## src/sv/irr_pkg.sv

```systemverilog
`timescale 1ns / 1ps

package irr_pkg;

   // Units that have base/size registers
   localparam int CFG_UNITS = 2;
   localparam int ISA_LINES = 16;
   localparam int ISA_W     = 4;

   typedef enum logic [1:0] {
      KIND_CONFIGURE = 2'd0,
      KIND_UNMASK    = 2'd1,
      KIND_MASK      = 2'd2,
      KIND_ISA_WRITE = 2'd3
   } kind_type;

   typedef enum logic [2:0] {
      ST_OK           = 3'd0,
      ST_NO_UNIT      = 3'd1,
      ST_ENABLED      = 3'd2,
      ST_BAD_FLAGS    = 3'd3,
      ST_ISA_UNMAPPED = 3'd4
   } status_type;

   typedef enum logic [2:0] {
      CSR_UNIT_COUNT = 3'd0,
      CSR_UNIT0_BASE = 3'd1,
      CSR_UNIT0_SIZE = 3'd2,
      CSR_UNIT1_BASE = 3'd3,
      CSR_UNIT1_SIZE = 3'd4
   } csr_index_type;

   localparam logic [15:0] FLAGS_DEFAULT = 16'h0000;
   localparam logic [15:0] FLAGS_ACTIVE  = 16'h0005;

   localparam logic [4:0] SIZE_RESET  = 5'd24;
   localparam logic [7:0] BASE1_RESET = 8'd24;

   typedef struct packed {
      logic [1:0]                unit_count;
      logic [CFG_UNITS-1:0][7:0] base;
      logic [CFG_UNITS-1:0][4:0] size;
   } cfg_type;

   // One redirection entry
   typedef struct packed {
      logic [7:0] vector;
      logic [2:0] deliv_mode;
      logic       masked;
      logic [7:0] destination;
   } rte_type;

   localparam rte_type RTE_RESET = '{vector: 8'h00, deliv_mode: 3'd0, masked: 1'b1,
                                     destination: 8'h00};

   // Result of the line lookup
   typedef struct packed {
      logic       hit;
      status_type status;
   } lookup_type;

endpackage

```

## src/sv/irr_lookup.sv

```systemverilog
`timescale 1ns / 1ps

module irr_lookup #(
   parameter int UNIT_COUNT_MAX   = 2,
   parameter int ENTRIES_PER_UNIT = 24,
   parameter int IDX_W            = 6
) (
   input  logic                clock,
   input  logic                reset,
   input  irr_pkg::cfg_type    cfg,
   input  irr_pkg::kind_type   kind,
   input  logic                use_isa,
   input  logic [7:0]          line,
   input  logic [7:0]          target_line,
   input  logic [15:0]         override_flags,
   input  logic                route_we,
   output irr_pkg::lookup_type result,
   output logic [IDX_W-1:0]    idx
);
   import irr_pkg::*;

   logic [ISA_LINES-1:0][7:0] isa_route_ff;
   logic                      isa_ok;
   logic                      flags_ok;
   logic [7:0]                route;
   logic [7:0]                gline;
   logic [1:0]                unit_lim;
   logic [8:0]                size_cl;
   logic [7:0]                offset;

   assign isa_ok   = (line[7:ISA_W] == '0);
   assign flags_ok = (override_flags == FLAGS_DEFAULT) || (override_flags == FLAGS_ACTIVE);
   assign route    = isa_route_ff[line[ISA_W-1:0]];
   assign gline    = use_isa ? route : line;
   assign unit_lim = (32'(cfg.unit_count) > UNIT_COUNT_MAX) ? 2'(UNIT_COUNT_MAX)
                                                            : cfg.unit_count;

   always_comb begin
      result.hit    = 1'b0;
      result.status = ST_NO_UNIT;
      idx           = '0;
      size_cl       = '0;
      offset        = '0;
      // lower unit wins on overlap: scan downward, last hit sticks
      for (int u = CFG_UNITS - 1; u >= 0; u--) begin
         size_cl = (32'(cfg.size[u]) > ENTRIES_PER_UNIT) ? 9'(ENTRIES_PER_UNIT)
                                                         : {4'b0, cfg.size[u]};
         offset  = gline - cfg.base[u];
         if ((u < UNIT_COUNT_MAX) && (2'(u) < unit_lim) && (gline >= cfg.base[u]) &&
             ({1'b0, gline} < ({1'b0, cfg.base[u]} + size_cl))) begin
            result.hit = 1'b1;
            idx        = IDX_W'(u * ENTRIES_PER_UNIT) + IDX_W'(offset);
         end
      end
      if (result.hit) begin
         result.status = ST_OK;
      end
      if (kind == KIND_ISA_WRITE) begin
         result.hit = 1'b0;
         if (!isa_ok) begin
            result.status = ST_ISA_UNMAPPED;
         end else if (!flags_ok) begin
            result.status = ST_BAD_FLAGS;
         end else begin
            result.status = ST_OK;
         end
      end else if (use_isa && (!isa_ok || route == 8'h00)) begin
         result.hit    = 1'b0;
         result.status = ST_ISA_UNMAPPED;
      end
   end

   always_ff @(posedge clock) begin
      if (reset) begin
         for (int i = 0; i < ISA_LINES; i++) begin
            isa_route_ff[i] <= 8'(i);
         end
      end else if (route_we && kind == KIND_ISA_WRITE && isa_ok && flags_ok) begin
         isa_route_ff[line[ISA_W-1:0]] <= target_line;
      end
   end

endmodule

```

## src/sv/irr_rte_mem.sv

```systemverilog
`timescale 1ns / 1ps

module irr_rte_mem #(
   parameter int DEPTH = 48,
   parameter int IDX_W = 6
) (
   input  logic                clock,
   input  logic                reset,
   input  logic                rd_en,
   input  logic [IDX_W-1:0]    rd_idx,
   input  logic                wr_en,
   input  logic [IDX_W-1:0]    wr_idx,
   input  irr_pkg::rte_type    wr_data,
   output irr_pkg::rte_type    rd_data
);
   import irr_pkg::*;

   rte_type          mem [DEPTH];
   logic [DEPTH-1:0] valid_ff;
   rte_type          rd_data_ff;

   // entries never written read back as the reset value
   always_ff @(posedge clock) begin
      if (reset) begin
         valid_ff <= '0;
      end else if (wr_en) begin
         valid_ff[wr_idx] <= 1'b1;
      end
   end

   always_ff @(posedge clock) begin
      if (wr_en) begin
         mem[wr_idx] <= wr_data;
      end
   end

   // write-through bypass for a read of the entry being written
   always_ff @(posedge clock) begin
      if (rd_en) begin
         if (wr_en && wr_idx == rd_idx) begin
            rd_data_ff <= wr_data;
         end else if (valid_ff[rd_idx]) begin
            rd_data_ff <= mem[rd_idx];
         end else begin
            rd_data_ff <= RTE_RESET;
         end
      end
   end

   assign rd_data = rd_data_ff;

endmodule

```

## src/sv/interrupt_redirection_router_core.sv

```systemverilog
`timescale 1ns / 1ps

// Interrupt redirection router: an I/O APIC style redirection table behind a
// request stream. Each request names a global interrupt line, or an ISA line
// that first goes through a 16-entry override map; the first present unit whose
// base/size range holds the line is selected and its entry is configured (left
// masked; an already unmasked entry is left alone), unmasked or masked, or the
// request rewrites an ISA override. One response per request, in order.
// Throughput is one request per clock while responses are not stalled; a response
// passes the input register, the registered entry read, and the response register.
// Back-to-back requests to the same entry see each other's updates through a
// write-through bypass on the memory read. The entry memory needs no clearing
// pass after reset: per-entry valid bits make unwritten entries read masked.
// The csr port is always ready; write it only while no request is in flight.

module interrupt_redirection_router_core #(
   parameter int UNIT_COUNT_MAX   = 2,
   parameter int ENTRIES_PER_UNIT = 24
) (
   input  logic        clock,
   input  logic        reset,

   // request stream
   input  logic        req_tvalid,
   output logic        req_tready,
   // [7:0] line, [15:8] vector, [18:16] deliv_mode, [26:19] destination,
   // [34:27] target_line, [50:35] override_flags, [55:51] zero
   input  logic [55:0] req_tdata,
   // [1:0] kind, [2] use_isa
   input  logic [2:0]  req_tuser,

   // response stream
   output logic        rsp_tvalid,
   input  logic        rsp_tready,
   // [2:0] status, [10:3] entry_vector, [13:11] entry_deliv_mode,
   // [14] entry_masked, [22:15] entry_destination, [23] zero
   output logic [23:0] rsp_tdata,

   // register writes
   input  logic        csr_valid,
   output logic        csr_ready,
   input  logic [2:0]  csr_index,
   input  logic [7:0]  csr_data
);
   import irr_pkg::*;

   localparam int TOTAL = UNIT_COUNT_MAX * ENTRIES_PER_UNIT;
   localparam int IDX_W = (TOTAL > 1) ? $clog2(TOTAL) : 1;

   // ---------------- configuration registers ----------------
   cfg_type cfg_ff;

   assign csr_ready = 1'b1;

   always_ff @(posedge clock) begin
      if (reset) begin
         cfg_ff.unit_count <= '0;
         cfg_ff.base[0]    <= '0;
         cfg_ff.size[0]    <= SIZE_RESET;
         cfg_ff.base[1]    <= BASE1_RESET;
         cfg_ff.size[1]    <= SIZE_RESET;
      end else if (csr_valid && csr_ready) begin
         case (csr_index_type'(csr_index))
            CSR_UNIT_COUNT: cfg_ff.unit_count <= csr_data[1:0];
            CSR_UNIT0_BASE: cfg_ff.base[0]    <= csr_data;
            CSR_UNIT0_SIZE: cfg_ff.size[0]    <= csr_data[4:0];
            CSR_UNIT1_BASE: cfg_ff.base[1]    <= csr_data;
            CSR_UNIT1_SIZE: cfg_ff.size[1]    <= csr_data[4:0];
            default: ;  // writes beyond the list are dropped
         endcase
      end
   end

   // ---------------- handshake / pipeline control ----------------
   logic s1_valid_ff, s2_valid_ff, out_valid_ff;
   logic out_free, s2_free, s1_free;
   logic s1_adv, s2_adv;

   assign out_free   = !out_valid_ff || rsp_tready;
   assign s2_adv     = s2_valid_ff && out_free;
   assign s2_free    = !s2_valid_ff || out_free;
   assign s1_adv     = s1_valid_ff && s2_free;
   assign s1_free    = !s1_valid_ff || s2_free;
   assign req_tready = s1_free;
   assign rsp_tvalid = out_valid_ff;

   always_ff @(posedge clock) begin
      if (reset) begin
         s1_valid_ff  <= 1'b0;
         s2_valid_ff  <= 1'b0;
         out_valid_ff <= 1'b0;
      end else begin
         if (s1_free)  s1_valid_ff  <= req_tvalid;
         if (s2_free)  s2_valid_ff  <= s1_valid_ff;
         if (out_free) out_valid_ff <= s2_valid_ff;
      end
   end

   // ---------------- stage 1: input register ----------------
   kind_type    s1_kind_ff;
   logic        s1_use_isa_ff;
   logic [7:0]  s1_line_ff, s1_vector_ff, s1_dest_ff, s1_target_ff;
   logic [2:0]  s1_mode_ff;
   logic [15:0] s1_flags_ff;

   always_ff @(posedge clock) begin
      if (req_tvalid && req_tready) begin
         s1_kind_ff    <= kind_type'(req_tuser[1:0]);
         s1_use_isa_ff <= req_tuser[2];
         s1_line_ff    <= req_tdata[7:0];
         s1_vector_ff  <= req_tdata[15:8];
         s1_mode_ff    <= req_tdata[18:16];
         s1_dest_ff    <= req_tdata[26:19];
         s1_target_ff  <= req_tdata[34:27];
         s1_flags_ff   <= req_tdata[50:35];
      end
   end

   // line resolve, ISA map, unit range compare
   lookup_type       s1_look;
   logic [IDX_W-1:0] s1_idx;

   irr_lookup #(
      .UNIT_COUNT_MAX   (UNIT_COUNT_MAX),
      .ENTRIES_PER_UNIT (ENTRIES_PER_UNIT),
      .IDX_W            (IDX_W)
   ) u_lookup (
      .clock          (clock),
      .reset          (reset),
      .cfg            (cfg_ff),
      .kind           (s1_kind_ff),
      .use_isa        (s1_use_isa_ff),
      .line           (s1_line_ff),
      .target_line    (s1_target_ff),
      .override_flags (s1_flags_ff),
      .route_we       (s1_adv),
      .result         (s1_look),
      .idx            (s1_idx)
   );

   // ---------------- stage 2: entry read ----------------
   kind_type         s2_kind_ff;
   lookup_type       s2_look_ff;
   logic [IDX_W-1:0] s2_idx_ff;
   logic [7:0]       s2_vector_ff, s2_dest_ff;
   logic [2:0]       s2_mode_ff;

   always_ff @(posedge clock) begin
      if (s1_adv) begin
         s2_kind_ff   <= s1_kind_ff;
         s2_look_ff   <= s1_look;
         s2_idx_ff    <= s1_idx;
         s2_vector_ff <= s1_vector_ff;
         s2_dest_ff   <= s1_dest_ff;
         s2_mode_ff   <= s1_mode_ff;
      end
   end

   rte_type    rd_entry;
   rte_type    new_entry;
   logic       upd_we;
   status_type s2_status;
   logic       wr_en;

   assign wr_en = s2_adv && upd_we;

   irr_rte_mem #(
      .DEPTH (TOTAL),
      .IDX_W (IDX_W)
   ) u_rte_mem (
      .clock   (clock),
      .reset   (reset),
      .rd_en   (s1_adv),
      .rd_idx  (s1_idx),
      .wr_en   (wr_en),
      .wr_idx  (s2_idx_ff),
      .wr_data (new_entry),
      .rd_data (rd_entry)
   );

   // entry update
   always_comb begin
      new_entry = rd_entry;
      upd_we    = 1'b0;
      s2_status = s2_look_ff.status;
      if (s2_look_ff.hit) begin
         case (s2_kind_ff)
            KIND_CONFIGURE: begin
               if (!rd_entry.masked) begin
                  s2_status = ST_ENABLED;  // entry live: leave it alone
               end else begin
                  new_entry.vector      = s2_vector_ff;
                  new_entry.deliv_mode  = s2_mode_ff;
                  new_entry.destination = s2_dest_ff;
                  new_entry.masked      = 1'b1;
                  upd_we                = 1'b1;
               end
            end
            KIND_UNMASK: begin
               new_entry.masked = 1'b0;
               upd_we           = 1'b1;
            end
            KIND_MASK: begin
               new_entry.masked = 1'b1;
               upd_we           = 1'b1;
            end
            default: ;
         endcase
      end
   end

   // ---------------- response register ----------------
   status_type out_status_ff;
   rte_type    out_entry_ff;

   always_ff @(posedge clock) begin
      if (s2_adv) begin
         out_status_ff <= s2_status;
         out_entry_ff  <= s2_look_ff.hit ? new_entry : '0;
      end
   end

   assign rsp_tdata = {1'b0, out_entry_ff.destination, out_entry_ff.masked,
                       out_entry_ff.deliv_mode, out_entry_ff.vector, out_status_ff};

`ifndef SYNTHESIS
   // a stalled response stays offered
   a_rsp_hold: assert property (@(posedge clock) disable iff (reset)
      rsp_tvalid && !rsp_tready |=> rsp_tvalid)
      else $error("response dropped while stalled");

   // no entry addressed means all entry fields read zero
   a_no_entry_zero: assert property (@(posedge clock) disable iff (reset)
      rsp_tvalid && (out_status_ff == ST_NO_UNIT || out_status_ff == ST_BAD_FLAGS ||
                     out_status_ff == ST_ISA_UNMAPPED) |-> out_entry_ff == '0)
      else $error("entry fields set without an addressed entry");

   // already-enabled reports an unmasked entry; configure otherwise leaves it masked
   a_enabled_unmasked: assert property (@(posedge clock) disable iff (reset)
      rsp_tvalid && out_status_ff == ST_ENABLED |-> !out_entry_ff.masked)
      else $error("already-enabled status on a masked entry");

   // memory is written only as an item leaves the read stage
   a_write_gated: assert property (@(posedge clock) disable iff (reset)
      wr_en |-> s2_valid_ff && s2_look_ff.hit && out_free)
      else $error("entry write without a live item");

   // a held read stage keeps its entry index
   a_s2_hold: assert property (@(posedge clock) disable iff (reset)
      s2_valid_ff && !out_free |=> s2_valid_ff && $stable(s2_idx_ff))
      else $error("read stage changed while stalled");
`endif

endmodule
```

## config.mk

```make
export PLATFORM = sky130hd
export DESIGN_NAME = interrupt_redirection_router_core
export DESIGN_NICKNAME = d
export VERILOG_FILES = /design/src/sv/irr_pkg.sv /design/src/sv/irr_lookup.sv /design/src/sv/irr_rte_mem.sv /design/src/sv/interrupt_redirection_router_core.sv
export SDC_FILE = /design/constraint.sdc
export NUM_CORES = 2
export LEC_CHECK = 0
export ABC_AREA = 1
export BUFFER_PORTS_ARGS = -buffer_cell sky130_fd_sc_hd__clkbuf_2
export CAP_MARGIN = 20
export CORE_ASPECT_RATIO = 1.1
export CORE_MARGIN = 2
export CORE_UTILIZATION = 35
export DETAILED_ROUTE_END_ITERATION = 8
export RECOVER_POWER = 50
export SLEW_MARGIN = 20
export SYNTH_ARGS = -nofsm -noshare
export SYNTH_HDL_FRONTEND = slang
export SYNTH_SLANG_ARGS = --single-unit
```

## constraint.sdc

```tcl
create_clock -name clock -period 6.4 [get_ports clock]
set_clock_uncertainty 0.2 [all_clocks]
set_input_delay 0.96 -clock clock [delete_from_list [all_inputs] [get_ports clock]]
set_output_delay 0.96 -clock clock [all_outputs]
set_load 0.005 [all_outputs]
```

==> flow_summary.yaml <==
pwr:
  sw_pwr_mw: 4.26
  swShare_pct: 23.4
  power.share.combinational_pct: 7.3
  power_density_mw_per_mm2: 294
  power.share.clock_pct: 41.6
  leakagePower_nw: 22.3
  internal_dissipation_mw: 14.0
  seq_power_share_pct: 51.1
  worst_ir_drop_vdd_mv: 0.284
synthesis:
  yosys.cell_types.count: 50
  syn_area_per_cell_um2: 10.8
  post_synth_edffs: 1088
  synthesis.nets: 5166
  asr_flop_ratio_synth_pct: 0
  yosys_register_bits: 1295
  synth_area_leaders: "edfxtp_1 60%, nand3_1 9.2%, nand2_1 8.7%, dfxtp_1 7.6%, nor2_1 2.0%"
  portion_of_the_post_synthesis_area_used_by_sequential_elements_pct: 67.8
  synth-main-ff-cell: "edfxtp_1"
  yosysTopAreaCell: "edfxtp_1"
  yosys.cell_count.top_type: "nand2_1"
  synth_largest_type_area_fraction_pct: 60.2
  synth.cells.most_frequent: "1,256 x nand2_1, 1,088 x edfxtp_1, 993 x nand3_1, 288 x nor2_1, 287 x inv_1"
  mappedNetlistArea_mm2: 0.0543
  synth_cells: 5035
  yosysWarningCount: 0
cells_and_area:
  antennaDiodeCount: 0
  syn_to_final_growth_pct: 14.2
  final_net_count: 5271
  layout-drive-gt1-share_pct: 9.17
placement:
  globalplace.congestion: 0.857
  place_worst_setup_slack_ns: 0.0882
  dp_hpwl_um: 87400
  io_buffer_count: 94
timing:
  fmaxAchievable_mhz: 162
  tightest_slew_ns: 4.48
  slew_headroom_pct: -199
  report.final.slew_viol_count: 1083
  final.setup.worst_slack_ns: 0.241
  final.min_clock_period_ns: 6.16
  setup_tns_ns: 0
  timing.final.setup_violations: 0
  grt_setup_unrepaired: "false"
  final_hold_viol_count: 0
  finalCritPeriodShare_pct: 96.2
clock_network:
  clock_path_buffers: 3
  cts_inserted_buffers: 130
  clkTransAtPathRegs_ns: 0.07
  clock_latency_ns: 0.77
  tritoncts: "built"
  cts_hold_buffers: 0
  clock_tree.htree_level_count: 4
  cts_root_buffer_type: "clkbuf_16"
  clkSinkCount: 1295
worst_setup_path:
  critical_path_required_ns: 6.72
  critPathMostFrequentCell: "nand3_1"
  crit_fanout: 68
  worstSetupEndpointType: "flop"
  crit_arrival_ns: 6.48
  start_kind: "flop"
  critical-path-max-stage-delay_ns: 0.47
  crit_slowest_cell: "edfxtp_1"
  crit_type: "flop to flop"
die:
  rows: 151
  fp.dieH_um: 417
  fp.dieW_um: 379
  die-area_mm2: 0.158
  initial_utilization_pct: 35.2
  fp.coreArea_mm2: 0.154
  num_io_pins: 102
drt:
  dr.pass1.iters: 5
  drc: 0
  route.vias.total: 37700
  wl_um: 148000
  route.detailed.vias_per_inst: 5.16
  wl_per_cell_um: 20.3
  postRouteAntennaNets: 0
  drt_iter0_drc: 3703
global_route:
  grt_util_all_layers_pct: 18.3
  grt_overflow: 0
  grt_pass1_wl_um: 221000
  grt_antenna_before_repair: 1
  first_global_vias: 35600
  grt_max_degree: 108
outcome:
  violations: "max-capacitance violations, max-slew violations"
  run_status: "finished, violations left"
worst_hold_path:
  worstHoldPathType: "input pin to flop"
job:
  max_cap_viol_count: 29
==> power groups by stage <==
stage | Combinational (mW) | Sequential (mW) | Clock (mW)
floorplan | 0.766 | 9.46 | 0
global placement | 1.31 | 9.47 | 0
CTS | 1.33 | 9.29 | 7.71
finish | 1.33 | 9.30 | 7.59
detailed placement | 1.32 | 9.47 | 0
global route | 1.45 | 9.30 | 8.03
==> cell type report <==
type | instances | area (µm²)
fill | 14600 | 92000
sequential | 1295 | 36800
multi-input combinational | 3151 | 15200
clock buffer | 170 | 3560
tap | 2065 | 2580
timing repair buffer | 264 | 1980
inverter | 297 | 1150
clock inverter | 66 | 654
timing repair inverter | 1 | 5.00
==> final timing paths <==
path,startpoint,end,slack [ns],depth (start not counted)
worst max-delay path,s1_line_ff[0]$_DFFE_PP_,u_rte_mem.rd_data[13]$_DFFE_PP_,0.24,28
worst min-delay path,req_tdata[39],s1_flags_ff[4]$_DFFE_PP_,0.17,1
worst max register to register,s1_line_ff[0]$_DFFE_PP_,u_rte_mem.rd_data[13]$_DFFE_PP_,0.24,28
worst min register to register,s1_dest_ff[7]$_DFFE_PP_,s2_dest_ff[7]$_DFFE_PP_,0.22,0
==> flip-flops by register name (all words and copies together) (netlist names), 2 cells and up <==
signal	flops
s2_dest_ff	8
s1_flags_ff	16
s1_line_ff	8
s1_kind_ff	2
s2_mode_ff	3
s2_look_ff	4
u_rte_mem.rd_data	20
s1_mode_ff	3
out_status_ff	3
s2_vector_ff	8
s1_dest_ff	8
cfg_ff	28
s1_vector_ff	8
s1_target_ff	8
s2_idx_ff	6
rsp_tdata	20
u_rte_mem.valid_ff	48
u_lookup.isa_route_ff	128
u_rte_mem.mem	960
s2_kind_ff	2
==> worst max-delay path: cells and delay by family, from the launching register on <==
kind | cells | cell delay, ns
buffers and inverters | 6 | 1.43
and+or+nand+nor | 14 | 2.08
DFF | 1 | 0.47
AOI/OAI and AO/OA | 6 | 1.07
adders and majority gates | 2 | 0.61
==> metal layers <==
metal	GRT usage [%]	up-vias	share of wire [%]
met1	24.4	18300	42
met2	30.3	1362	48
met3	2.70	265	7.1
met5	0	-	0
li1	-	17800	-
met4	6.68	0	3.4
==> what timing repair did <==
action | in CTS | in global routing
resized for setup | 0 | 20
buffers inserted | 0 | 10
endpoints found under the setup margin | 0 | 20
==> cell families after synthesis <==
family          Yosys count  synth area share [%]
fa+ha+maj                56                  1.37
other cells               2                0.0138
xor+xnor                 21                 0.339
simple gates           2622                  20.9
buf+inv                 593                  4.69
flops                  1295                  67.8
compound gates          446                  4.84
==> metrics by stage <==
stage / utilization, % / instance area, µm² / power [mW] / hold slack [ns] / std cells
6_report: 40.3 / 62000 / 18.2 / 0.173 / 7309
5_1_grt: 40.3 / 62000 / 18.8 / 0.143 / 7309
4_1_cts: 40.3 / 62100 / 18.3 / 0.122 / 7294
3_5_place_dp: 37.6 / 57900 / 10.8 / 0.205 / 7058
3_3_place_gp: 37.6 / 57900 / 10.8 / 0.205 / 7058
2_1_floorplan: - / 54300 / 10.2 / 0.200 / 5035
==> cell usage in the layout, fill, tap and decap left out, drive strengths merged, types with 2 or more instances in the layout <==
master,netlist,final
a211oi,57,57
a21oi,126,126
a22oi,15,15
a31oi,3,3
buf,219,140
bufinv,0,10
clkbuf,77,294
clkinv,3,50
clkinvlp,0,7
conb,2,2
dfxtp,207,207
edfxtp,1088,1088
fa,6,6
ha,50,50
inv,294,297
nand2,1261,1265
nand3,994,994
nand3b,34,34
nand4,10,10
nor2,289,289
nor3,18,18
nor4,5,5
o211ai,45,45
o21ai,151,151
o21bai,3,3
o221ai,7,7
o22ai,33,33
or2,5,5
or4,3,3
xnor2,8,8
xor2,13,13
Note: power is estimated with default switching activity, not from simulation.
